[config.mk]
export PLATFORM = sky130hd
export DESIGN_NAME = pwft_ram
export DESIGN_NICKNAME = d
export VERILOG_FILES = /design/src/hdl/pwft_ram.sv
export SDC_FILE = /design/constraint.sdc
export NUM_CORES = 1
export LEC_CHECK = 0
export BUFFER_PORTS_ARGS = -buffer_cell sky130_fd_sc_hd__buf_2
export CORE_MARGIN = 5
export CORE_UTILIZATION = 55
export DETAILED_ROUTE_END_ITERATION = 6
export PLACE_DENSITY_LB_ADDON = 0.08
export SLEW_MARGIN = 5
export SYNTH_ARGS = -nofsm -noshare
export SYNTH_HDL_FRONTEND = slang
export SYNTH_SLANG_ARGS = --single-unit
[constraint.sdc]
create_clock -name clk -period 2.1 [get_ports clk]
set_input_delay 0.315 -clock clk [delete_from_list [all_inputs] [get_ports clk]]
set_output_delay 0.315 -clock clk [all_outputs]
set_load 0.03 [all_outputs]
[src/hdl/pwft_ram.sv]
// pwft_ram: generic single-port-write, single-read ram with registered read
// no dependencies
`timescale 1ns / 1ps
module pwft_ram #(
  parameter int Width = 8,
  parameter int Depth = 32
) (
  input  logic                     clk,
  input  logic                     we,
  input  logic [$clog2(Depth)-1:0] waddr,
  input  logic [Width-1:0]         wdata,
  input  logic [$clog2(Depth)-1:0] raddr,
  output logic [Width-1:0]         rdata
);
  logic [Width-1:0] mem [Depth];

  always_ff @(posedge clk) begin
    if (we) begin
      mem[waddr] <= wdata;
    end
    rdata <= mem[raddr];
  end
endmodule

## Yosys cells after proc, flatten, opt, wreduce, memory -nomap -nowiden

Memory sizes are Yosys's and may differ from the RTL's. A register that Yosys moved wholly into a read port is not among the register bits.
Cells that the tools add are included.

| operators by class | value |
|---|---|
| multiplexer cells | 2 |

Operator list:

| cell | number |
|---|---|
| two-way mux 1 bit | 2 |

| storage, ports and cells | value |
|---|---|
| register bits after elaboration | 0 |
| bits in writable memories | 256 |
| input bits | 20 |
| output and inout bits | 8 |
| logic and storage cells | 3 |
| memories | 1 |

Memories:

| name | words | bits a word | read ports | clocked after memory_dff | write ports | RTL line | source |
|---|---|---|---|---|---|---|---|
| mem | 32 | 8 | 1 | 1 | 1 | 15 | `logic [Width-1:0] mem [Depth];` |

## Depth between registers and ports, before layout

Gate-level depths: netlist of run 1.

| logic depth | value |
|---|---|
| word-level depth | 2 |
| depth in mapped cells | 5 |
| depth with buffers taken out | 3 |

## Worst setup path before layout of run 1

OpenSTA, ideal clock, no wires.

| timing path | value |
|---|---|
| path kind | input to register |
| from | input port raddr[2] |
| to | register rdata[0], read port of mem |
| arrival | 1.997 ns |
| required time | 1.979 ns |
| slack | -0.017 ns |
| cell stages on the path | 5 |
| path buffers | 2 |
| cell sequence | clkbuf_1 -> clkbuf_1 -> mux4_2 -> mux4_2 -> mux2_2 |

RTL lines:

| item | RTL line | source |
|---|---|---|
| from (decl) | 12 | `input logic [$clog2(Depth)-1:0] raddr,` |
| to (decl) | 13 | `output logic [Width-1:0] rdata` |

==> impl_metrics.json, run 1 <==
{
  "groute.layer.met2.usage_pct": 28.39,
  "multi_input_area_um2": 2100,
  "period_share_pct": 87.01,
  "power_density_nw_per_um2": 964.3,
  "post_synth_and_or_nand_nor_area_fraction_pct": 2.066,
  "design_area_um2": 11630,
  "synth_compound_area_share_pct": 0,
  "post_drt_via_cell_ratio": 6.048,
  "grt-busiest-layer": "met1",
  "number_of_antenna_violations_at_the_first_check_in_global_routing": 0,
  "edff_count_synth": 256,
  "number_of_nets_in_the_layout": 515,
  "timing.clock.skew_ps": 14.44,
  "required_ps": 2500,
  "worstHoldPathType": "in -> reg",
  "placed_area_um2": 10740,
  "register_area_um2": 7848,
  "synth_largest_area_cell": "edfxtp_1",
  "vias_in_the_first_global_route": 4727,
  "clockBufferDepth": 3,
  "io_buffer_count": 27,
  "synth_most_common_cell": "edfxtp_1",
  "rows": 49,
  "synthToLayoutAreaGrowth_pct": 15.68,
  "finalSetupViolCount": 0,
  "rsz_0062_raised_after_global_routing": "no",
  "htree_levels": 1,
  "floorplan.initialDensity_pct": 55.97,
  "die_height_um": 145.2,
  "critPathMaxFanout": 1,
  "power.static_leakage_nw": 3.754,
  "drt-initial-drc-count": 399,
  "cp.arrival_ps": 2220,
  "grt_overflow_total": 0,
  "synth_top_area_share_pct": 76.47,
  "drc": 0,
  "synth_top_cells_by_count": "edfxtp_1 (256), mux4_2 (80), nor2_1 (33)",
  "synth_instances": 417,
  "run_status": "complete, no violations",
  "slew-limit-headroom_pct": 57.20,
  "cts_sinks": 264,
  "flip_flop_and_latch_count_after_synthesis": 264,
  "grt_pass1_wl_um": 31090,
  "combinational_family_with_the_most_area_after_synthesis": "multiplexers",
  "antenna-diode-count": 0,
  "post_synth_fa_ha_maj_area_fraction_pct": 0,
  "total_power_mw": 11.21,
  "n_fill_cell": 1189,
  "timing_max_transition_violations_final": 0,
  "io-pin-count": 28,
  "drtPass1Iterations": 5,
  "avgSynthCellArea_um2": 24.11,
  "totalWireLength_um": 20090,
  "setup.worst_path.class": "reg -> reg",
  "tightest_slew_ps": 642.0,
  "layout-drive-gt1-share_pct": 39.42,
  "tritoncts_clock_tree": "yes",
  "mean_routed_wirelength_per_cell_um": 27.00,
  "tritoncts.num_buffers": 27,
  "cts_resized": 0,
  "weighted_congestion_reported_at_the_end_of_routability_driven_placement": 0.7831,
  "asyncSetResetFlopFracSynth_pct": 0,
  "synth_seq_area_share_pct": 78.06,
  "worst_setup_hold_path_clk_slew_ps": 60,
  "synth-warning-count": 0,
  "timing.max_cap.violations": 0,
  "max-vdd-ir-drop_mv": 0.5844,
  "synth_nets": 437,
  "maximum_number_of_pins_on_one_net_before_global_route_repair": 39,
  "end_kind": "flop",
  "placeableCoreArea_um2": 17960,
  "cts.root.buffer_cell": "clkbuf_16",
  "crit_path_start_kind": "flop",
  "synth_top_cells_by_area": "edfxtp_1 (76%), mux4_2 (18%), dfxtp_1 (1.6%)",
  "hold_ws_ps": 262.5,
  "synthesized_area_um2": 10050,
  "muxShareOfSynthArea_pct": 18.82,
  "ys_dominant_reg_cell": "edfxtp_1",
  "clk-insertion-delay-late_ps": 520,
  "postCtsSetupBuffers": 0,
  "dr_total_vias": 4500,
  "gr_util_met1_pct": 31.57,
  "period_minus_slack_ps": 1827,
  "yosys.cell_types.count": 15,
  "synth_xor_area_share_pct": 0,
  "grtUsageMet3_pct": 3.586,
  "timing.setup.tns_ps": 0,
  "antenna_nets_post_route": 0,
  "final-hold-violation-count": 0,
  "die_width_um": 145.2,
  "floorplan.die_area_um2": 21080,
  "cts.hold.buffers_added": 0,
  "fmax_ghz": 0.5473,
  "global_route.usage.total_pct": 19.43,
  "hpwl_um": 12730
}
-- state kept, by name (all words and copies together) (netlist names) --
register  flops
rdata         8
mem         256
-- metrics by stage --
step	util [%]	cells	setup WS, ps
final	64.74	744	272.7
after global routing	64.74	744	212.8
after CTS	64.74	744	259.5
after detailed placement	59.77	695	-197.6
after global placement	59.77	695	-186.0
after floorplan	-	417	0.5382
-- layer usage --
metal / vias up / part of all wire, % / wire length, um
li1: 1926 / - / -
met1: 2375 / 45 / 9136
met2: 176 / 46 / 9148
met3: 23 / 7.7 / 1551
met4: 0 / 1.3 / 252
met5: - / 0 / 0
-- cells by family (layout without fill, tap and decap cells) --
kind of cell | count (synthesis) | count (layout)
multiplexers | 88 | 88
buffers and inverters | 20 | 118
flip-flops | 264 | 264
AND/OR/NAND/NOR | 45 | 45
-- cell usage in the layout, fill, tap and decap left out --
master        n
nand3b_1      5
clkbuf_16    27
clkbuf_1      3
nand3_1       2
clkinvlp_4    2
or3_1         1
buf_12        4
or3b_2        3
clkinv_1      3
buf_4        39
clkinv_2      7
dfxtp_1       8
nand2_1       1
buf_2        26
mux2_2        8
clkbuf_8      4
edfxtp_1    256
bufinv_16     3
mux4_2       80
nor2_1       33
-- power by group --
group          total (mW)  internal [mW]  switching [mW]
Clock                4.72           2.86            1.86
Sequential           5.89           5.86          0.0259
Combinational       0.609          0.257           0.352
Total                11.2           8.97            2.24
-- worst paths after layout --
kind,startpoint,to,slack (ps),depth (start not counted)
max,mem[24][5],rdata[5],270,3
min,raddr[3],rdata[4],260,2
max reg2reg,mem[24][5],rdata[5],270,3
min reg2reg,mem[12][3],rdata[3],900,3
-- worst max-delay path, cell delays in order, from the launching register on --
cell and delay [ps]:
edfxtp_1 380, mux4_2 520, mux4_2 520, mux2_2 290
-- cell type report --
cell class              count  share of cell area [%]
multi-input cells         133                   18.05
clock inverters            15                   1.302
flip-flops and latches    264                   67.48
well taps                 229                   2.464
clock buffers              34                   6.380
repair buffers             69                   4.325
(Power assumes the default switching activity.)
==> run 2: changes to the inputs <==
--- a/config.mk
+++ b/config.mk
@@ -10,6 +10,7 @@
 export CORE_UTILIZATION = 55
 export DETAILED_ROUTE_END_ITERATION = 6
 export PLACE_DENSITY_LB_ADDON = 0.08
+export REMOVE_ABC_BUFFERS = 1
 export SLEW_MARGIN = 5
 export SYNTH_ARGS = -nofsm -noshare
 export SYNTH_HDL_FRONTEND = slang
==> run 2 against run 1 <==
Effect of this change:
- count of clock-buffer cells in the layout down 1
- clock skew down 7.3 ps
- sequential power about the same
- utilization about the same
- sequential cell count unchanged
- cell count unchanged
- total power down 2.0%
- non-clock buffer count up 2
- setup slack worse by 5.2 ps
- critical path depth unchanged
- register-to-register slack about the same
- sequential share of layout area about the same
- largest power group unchanged
==> impl_metrics.json, run 2 (synthesized netlist as in run 1, its figures left out) <==
{
  "timing.setup.tns_ps": 0,
  "p_sw_share_pct": 20.16,
  "critical_path.slowest_cell": "mux4_2",
  "worstHoldPathType": "in -> reg",
  "timing.max_cap.violations": 0,
  "max-vdd-ir-drop_mv": 0.7573,
  "cp_slowest_stage_delay_ps": 550,
  "weighted_congestion_reported_at_the_end_of_routability_driven_placement": 0.7648,
  "slew-limit-headroom_pct": 58.17,
  "global_route.usage.total_pct": 19.02,
  "final-hold-violation-count": 0,
  "critical_path.cell_chain": "mux4_2, mux4_2, mux2_2",
  "cp_top_family": "multiplexers",
  "number_of_nets_in_the_layout": 517,
  "setup.worst_path.class": "reg -> reg",
  "number_of_antenna_violations_at_the_first_check_in_global_routing": 0,
  "vias_in_the_first_global_route": 4574,
  "htree_levels": 1,
  "required_ps": 2500,
  "largest_registers": "mem x256, rdata x8",
  "timing_max_transition_violations_final": 0,
  "design_area_um2": 11620,
  "crit_path_start_kind": "flop",
  "worst_setup_hold_path_clk_slew_ps": 60,
  "instance_count_along_the_most_critical_hold_path": 2,
  "timing.clock.skew_ps": 7.134,
  "tritoncts_clock_tree": "yes",
  "cts_resized": 0,
  "reg2regPathDepth": 3,
  "reg2reg_from": "mem[21][6]",
  "tightest_slew_ps": 627.4,
  "hpwl_um": 12640,
  "finish.cell_count_without_fillers": 744,
  "maximum_number_of_pins_on_one_net_before_global_route_repair": 33,
  "clock_power_share_pct": 40.9,
  "grt_overflow_total": 0,
  "dr_total_vias": 4472,
  "rsz_0062_raised_after_global_routing": "no",
  "leading_cell_type_in_the_layout_fill_and_taps_excluded": "edfxtp_1",
  "end_kind": "flop",
  "period_share_pct": 87.26,
  "run_status": "complete, no violations",
  "floorplan.initialDensity_pct": 55.97,
  "totalWireLength_um": 19850,
  "rows": 49,
  "tritoncts.num_buffers": 27,
  "floorplan.die_area_um2": 21080,
  "cp.arrival_ps": 2230,
  "clk-insertion-delay-late_ps": 520,
  "p_int_mw": 8.776,
  "fmax_ghz": 0.5457,
  "grt_pass1_wl_um": 30230,
  "io_buffer_count": 27,
  "crit_buf_inv": 0,
  "cts.root.buffer_cell": "clkbuf_16",
  "power_density_nw_per_um2": 945.6,
  "switching_power_mw": 2.216,
  "layout-drive-gt1-share_pct": 39.22,
  "placeableCoreArea_um2": 17960,
  "die_height_um": 145.2,
  "timing.critical_path.mode_cell": "mux4_2",
  "worstHoldEndpoint": "rdata[5]",
  "antenna_nets_post_route": 0,
  "clockBufferDepth": 3,
  "drt-initial-drc-count": 412,
  "power.static_leakage_nw": 3.760,
  "antenna-diode-count": 0,
  "synthToLayoutAreaGrowth_pct": 15.62,
  "timing.hold.worst.start": "raddr[3]",
  "crit-reg2reg-capture": "rdata[6]",
  "postCtsSetupBuffers": 0,
  "mostFrequentLayoutCells": "edfxtp_1 (256), mux4_2 (80), buf_4 (38), nor2_1 (33), clkbuf_16 (27)",
  "mean_routed_wirelength_per_cell_um": 26.68,
  "place_inst": 697,
  "drtPass1Iterations": 4,
  "largest_reg_flops": 256,
  "placed_area_um2": 10790,
  "finalSetupViolCount": 0,
  "drc": 0,
  "cts.hold.buffers_added": 0,
  "die_width_um": 145.2,
  "sequentialPowerShare_pct": 53.6,
  "r2r_setup_slack_ps": 270,
  "cts_sinks": 264,
  "hold_ws_ps": 267.9,
  "combinationalPowerShare_pct": 5.6,
  "critPathMaxFanout": 1,
  "io-pin-count": 28,
  "post_drt_via_cell_ratio": 6.011,
  "period_minus_slack_ps": 1832,
  "most_flop_heavy_register": "mem"
}
==> run 2: changes by cell type in the layout (fill, tap and decap cells not counted) <==
cell	delta
buf_12	+3
clkbuf_8	-2
clkinv_2	+2
clkinvlp_4	-2
buf_4	-1
bufinv_16	-1
clkbuf_1	+1
==> run 2: worst max-delay path by stage <==
stage	from	endpoint	slack [ps]	cells past startpoint
after floorplan	waddr[1]	mem[0][0]	470	2
after global placement	raddr[0]	rdata[6]	-190	5
after detailed placement	raddr[0]	rdata[6]	-200	5
after CTS	mem[21][6]	rdata[6]	250	3
after global routing	mem[5][7]	rdata[7]	240	3
final	mem[21][6]	rdata[6]	270	3
==> run 2: stage by stage <==
stage | util, % | worst slack (ps) | power [mW]
2_1_floorplan | - | 468.5 | 6.273
3_3_place_gp | 60.06 | -188.7 | 6.606
3_5_place_dp | 60.06 | -199.0 | 6.624
4_1_cts | 64.71 | 253.5 | 11.09
5_1_grt | 64.71 | 241.0 | 11.35
6_report | 64.71 | 267.6 | 10.99
==> run 2: power groups by stage <==
stage          Combinational, mW  Clock, mW  Sequential (mW)
2_1_floorplan              0.243          0             6.03
3_3_place_gp               0.609          0             6.00
3_5_place_dp               0.624          0             6.00
4_1_cts                    0.626       4.57             5.89
5_1_grt                    0.656       4.80             5.89
6_report                   0.612       4.49             5.89
==> run 2: cell type report <==
| class | count | area (um^2) |
|---|---|---|
| Sequential cell | 264 | 7848 |
| Fill cell | 1181 | 6340 |
| Multi-Input combinational cell | 133 | 2100 |
| Clock buffer | 33 | 718.2 |
| Timing Repair Buffer | 71 | 555.5 |
| Tap cell | 229 | 286.5 |
| Clock inverter | 14 | 116.4 |
==> run 2: routing by layer <==
layer,routed length (um),track usage (%),vias up
met1,9419,31.91,2360
met3,1318,3.617,25
met2,8824,26.64,155
met5,0,0,-
li1,-,-,1932
met4,286,3.638,0
==> run 3: changes to the inputs <==
--- a/config.mk
+++ b/config.mk
@@ -5,9 +5,10 @@
 export SDC_FILE = /design/constraint.sdc
 export NUM_CORES = 1
 export LEC_CHECK = 0
+export ABC_AREA = 1
 export BUFFER_PORTS_ARGS = -buffer_cell sky130_fd_sc_hd__buf_2
 export CORE_MARGIN = 5
-export CORE_UTILIZATION = 55
+export CORE_UTILIZATION = 56
 export DETAILED_ROUTE_END_ITERATION = 6
 export PLACE_DENSITY_LB_ADDON = 0.08
 export REMOVE_ABC_BUFFERS = 1
==> run 3 against run 2 <==
Effect of this change:
- utilization shrank 0.79 points
- count of clock-buffer cells in the layout increased by 2
- cell count rose by 67%
- non-clock buffer count decreased by 4
- largest cell class unchanged
==> impl_metrics.json, run 3 <==
{
  "htree_levels": 1,
  "yosys.cell_types.count": 12,
  "synth_top_area_share_pct": 71.27,
  "io-pin-count": 28,
  "grt_pass1_wl_um": 38680,
  "synth_top_cells_by_area": "edfxtp_1 (71%), nand2_1 (13%), nand3_1 (9.5%)",
  "power_density_nw_per_um2": 920.4,
  "switching_power_mw": 2.432,
  "largest_registers": "mem x256, rdata x8",
  "crit_path_start_kind": "flop",
  "synth_most_common_cell": "nand2_1",
  "io_buffer_count": 27,
  "ys_dominant_reg_cell": "edfxtp_1",
  "die_height_um": 148.8,
  "drc": 0,
  "weighted_congestion_reported_at_the_end_of_routability_driven_placement": 0.8046,
  "number_of_nets_in_the_layout": 986,
  "synthesized_area_um2": 10790,
  "synth_top_cells_by_count": "nand2_1 (360), edfxtp_1 (256), nand3_1 (204)",
  "tritoncts_clock_tree": "yes",
  "postCtsSetupBuffers": 0,
  "timing.max_cap.violations": 0,
  "synthToLayoutAreaGrowth_pct": 11.59,
  "timing.clock.skew_ps": 8.811,
  "finalSetupViolCount": 0,
  "drt-initial-drc-count": 749,
  "cts_sinks": 264,
  "n_fill_cell": 1454,
  "critical_path.slowest_cell": "dfxtp_1",
  "cp_slowest_stage_delay_ps": 380,
  "edff_count_synth": 256,
  "layout-drive-gt1-share_pct": 10.34,
  "final-hold-violation-count": 0,
  "worst_setup_hold_path_clk_slew_ps": 60,
  "synth_seq_area_share_pct": 72.75,
  "dr_total_vias": 6999,
  "max-vdd-ir-drop_mv": 0.8231,
  "run_status": "complete, no violations",
  "clk-insertion-delay-late_ps": 520,
  "slew-limit-headroom_pct": 49.78,
  "instance_count_along_the_most_critical_hold_path": 3,
  "r2r_setup_slack_ps": 890,
  "number_of_antenna_violations_at_the_first_check_in_global_routing": 0,
  "avgSynthCellArea_um2": 11.70,
  "worstHoldPathType": "in -> reg",
  "vias_in_the_first_global_route": 6787,
  "period_minus_slack_ps": 1432,
  "most_flop_heavy_register": "mem",
  "worstSetupStartpoint": "rdata[5]",
  "cts_resized": 0,
  "setup.worst_path.class": "reg -> out",
  "antenna_nets_post_route": 0,
  "maximum_number_of_pins_on_one_net_before_global_route_repair": 79,
  "critical_path.cell_chain": "buf_2",
  "cts.hold.buffers_added": 0,
  "crit_buf_inv": 1,
  "leading_cell_type_in_the_layout_fill_and_taps_excluded": "nand2_1",
  "setup.worst_path.end": "rdata[5]",
  "end_kind": "output pin",
  "required_ps": 1780,
  "crit-reg2reg-capture": "rdata[0]",
  "post-route-worst-setup-slack_ps": 668.2,
  "rows": 50,
  "p_int_mw": 8.646,
  "synth-warning-count": 0,
  "clockBufferDepth": 3,
  "cp_top_family": "flip-flops",
  "mean_routed_wirelength_per_cell_um": 19.87,
  "totalWireLength_um": 24760,
  "timing.setup.tns_ps": 0,
  "timing.critical_path.depth": 1,
  "largest_reg_flops": 256,
  "sequentialPowerShare_pct": 53.1,
  "flip_flop_and_latch_count_after_synthesis": 264,
  "die_width_um": 148.8,
  "fmax_ghz": 0.6984,
  "p_sw_share_pct": 21.95,
  "post_drt_via_cell_ratio": 5.617,
  "total_power_mw": 11.08,
  "timing_max_transition_violations_final": 0,
  "rsz_0062_raised_after_global_routing": "no",
  "combinationalPowerShare_pct": 6.5,
  "placeableCoreArea_um2": 18830,
  "reg2reg_from": "mem[19][0]",
  "global_route.usage.total_pct": 22.63,
  "synth_instances": 922,
  "cts.root.buffer_cell": "clkbuf_16",
  "cp.arrival_ps": 1120,
  "preCtsSetupSlack_ps": 438.7,
  "antenna-diode-count": 0,
  "asyncSetResetFlopFracSynth_pct": 0,
  "clock_power_share_pct": 40.4,
  "synth_largest_area_cell": "edfxtp_1",
  "tritoncts.num_buffers": 27,
  "power.static_leakage_nw": 4.519,
  "period_share_pct": 68.18,
  "grt_overflow_total": 0,
  "critPathMaxFanout": 1,
  "tightest_slew_ps": 753.2,
  "floorplan.die_area_um2": 22140,
  "hpwl_um": 14230,
  "drtPass1Iterations": 5,
  "mostFrequentLayoutCells": "nand2_1 (360), edfxtp_1 (256), nand3_1 (204), buf_4 (35), nor2_1 (32)",
  "floorplan.initialDensity_pct": 57.28,
  "reg2regPathDepth": 8
}
[run 3: final cells by class]
class	count	area (um^2)	share of cell area (%)
well taps	260	325.3	2.703
clock inverters	14	113.9	0.9459
clock buffers	35	705.7	5.863
flip-flops and latches	264	7848	65.20
inverters	10	38.79	0.3222
multi-input cells	596	2492	20.71
repair buffers	67	513.0	4.262
[run 3: worst min path at each step]
stage	start	end	slack [ps]
2_1_floorplan	wdata[0]	mem[0][0]	410
3_3_place_gp	raddr[4]	rdata[6]	660
3_5_place_dp	raddr[4]	rdata[1]	660
4_1_cts	raddr[4]	rdata[1]	120
5_1_grt	raddr[4]	rdata[1]	140
6_report	raddr[4]	rdata[7]	140
[run 3: per-stage QoR]
stage	cell area (um^2)	utilization, %	std cells	hold slack, ps
floorplan	10380	-	870	413.9
global placement	11220	59.57	1197	663.1
detailed placement	11220	59.57	1197	663.1
CTS	12040	63.92	1246	118.9
global route	12040	63.92	1246	141.8
finish	12040	63.92	1246	136.3
[run 3: metal layers]
metal	global-route usage [%]	routed length [um]	share of wire (%)
met2	34.96	11380	46
met3	2.978	1703	6.9
met1	34.77	11110	45
met5	0	0	0
met4	5.355	556	2.2
[run 3: cell families (layout without fill, tap and decap cells)]
| kind of cell | count (synthesis) | count (layout) | share of synthesized area [%] |
|---|---|---|---|
| AND/OR/NAND/NOR | 596 | 596 | 23.11 |
| buffers and inverters | 62 | 126 | 4.141 |
| flip-flops | 264 | 264 | 72.75 |
[run 3: power groups by stage]
| stage | clock [mW] | combinational, mW | sequential (mW) |
|---|---|---|---|
| floorplan | 0 | 0.309 | 6.02 |
| global placement | 0 | 0.707 | 5.99 |
| detailed placement | 0 | 0.722 | 5.99 |
| CTS | 4.54 | 0.725 | 5.88 |
| global route | 4.76 | 0.799 | 5.89 |
| finish | 4.47 | 0.721 | 5.88 |
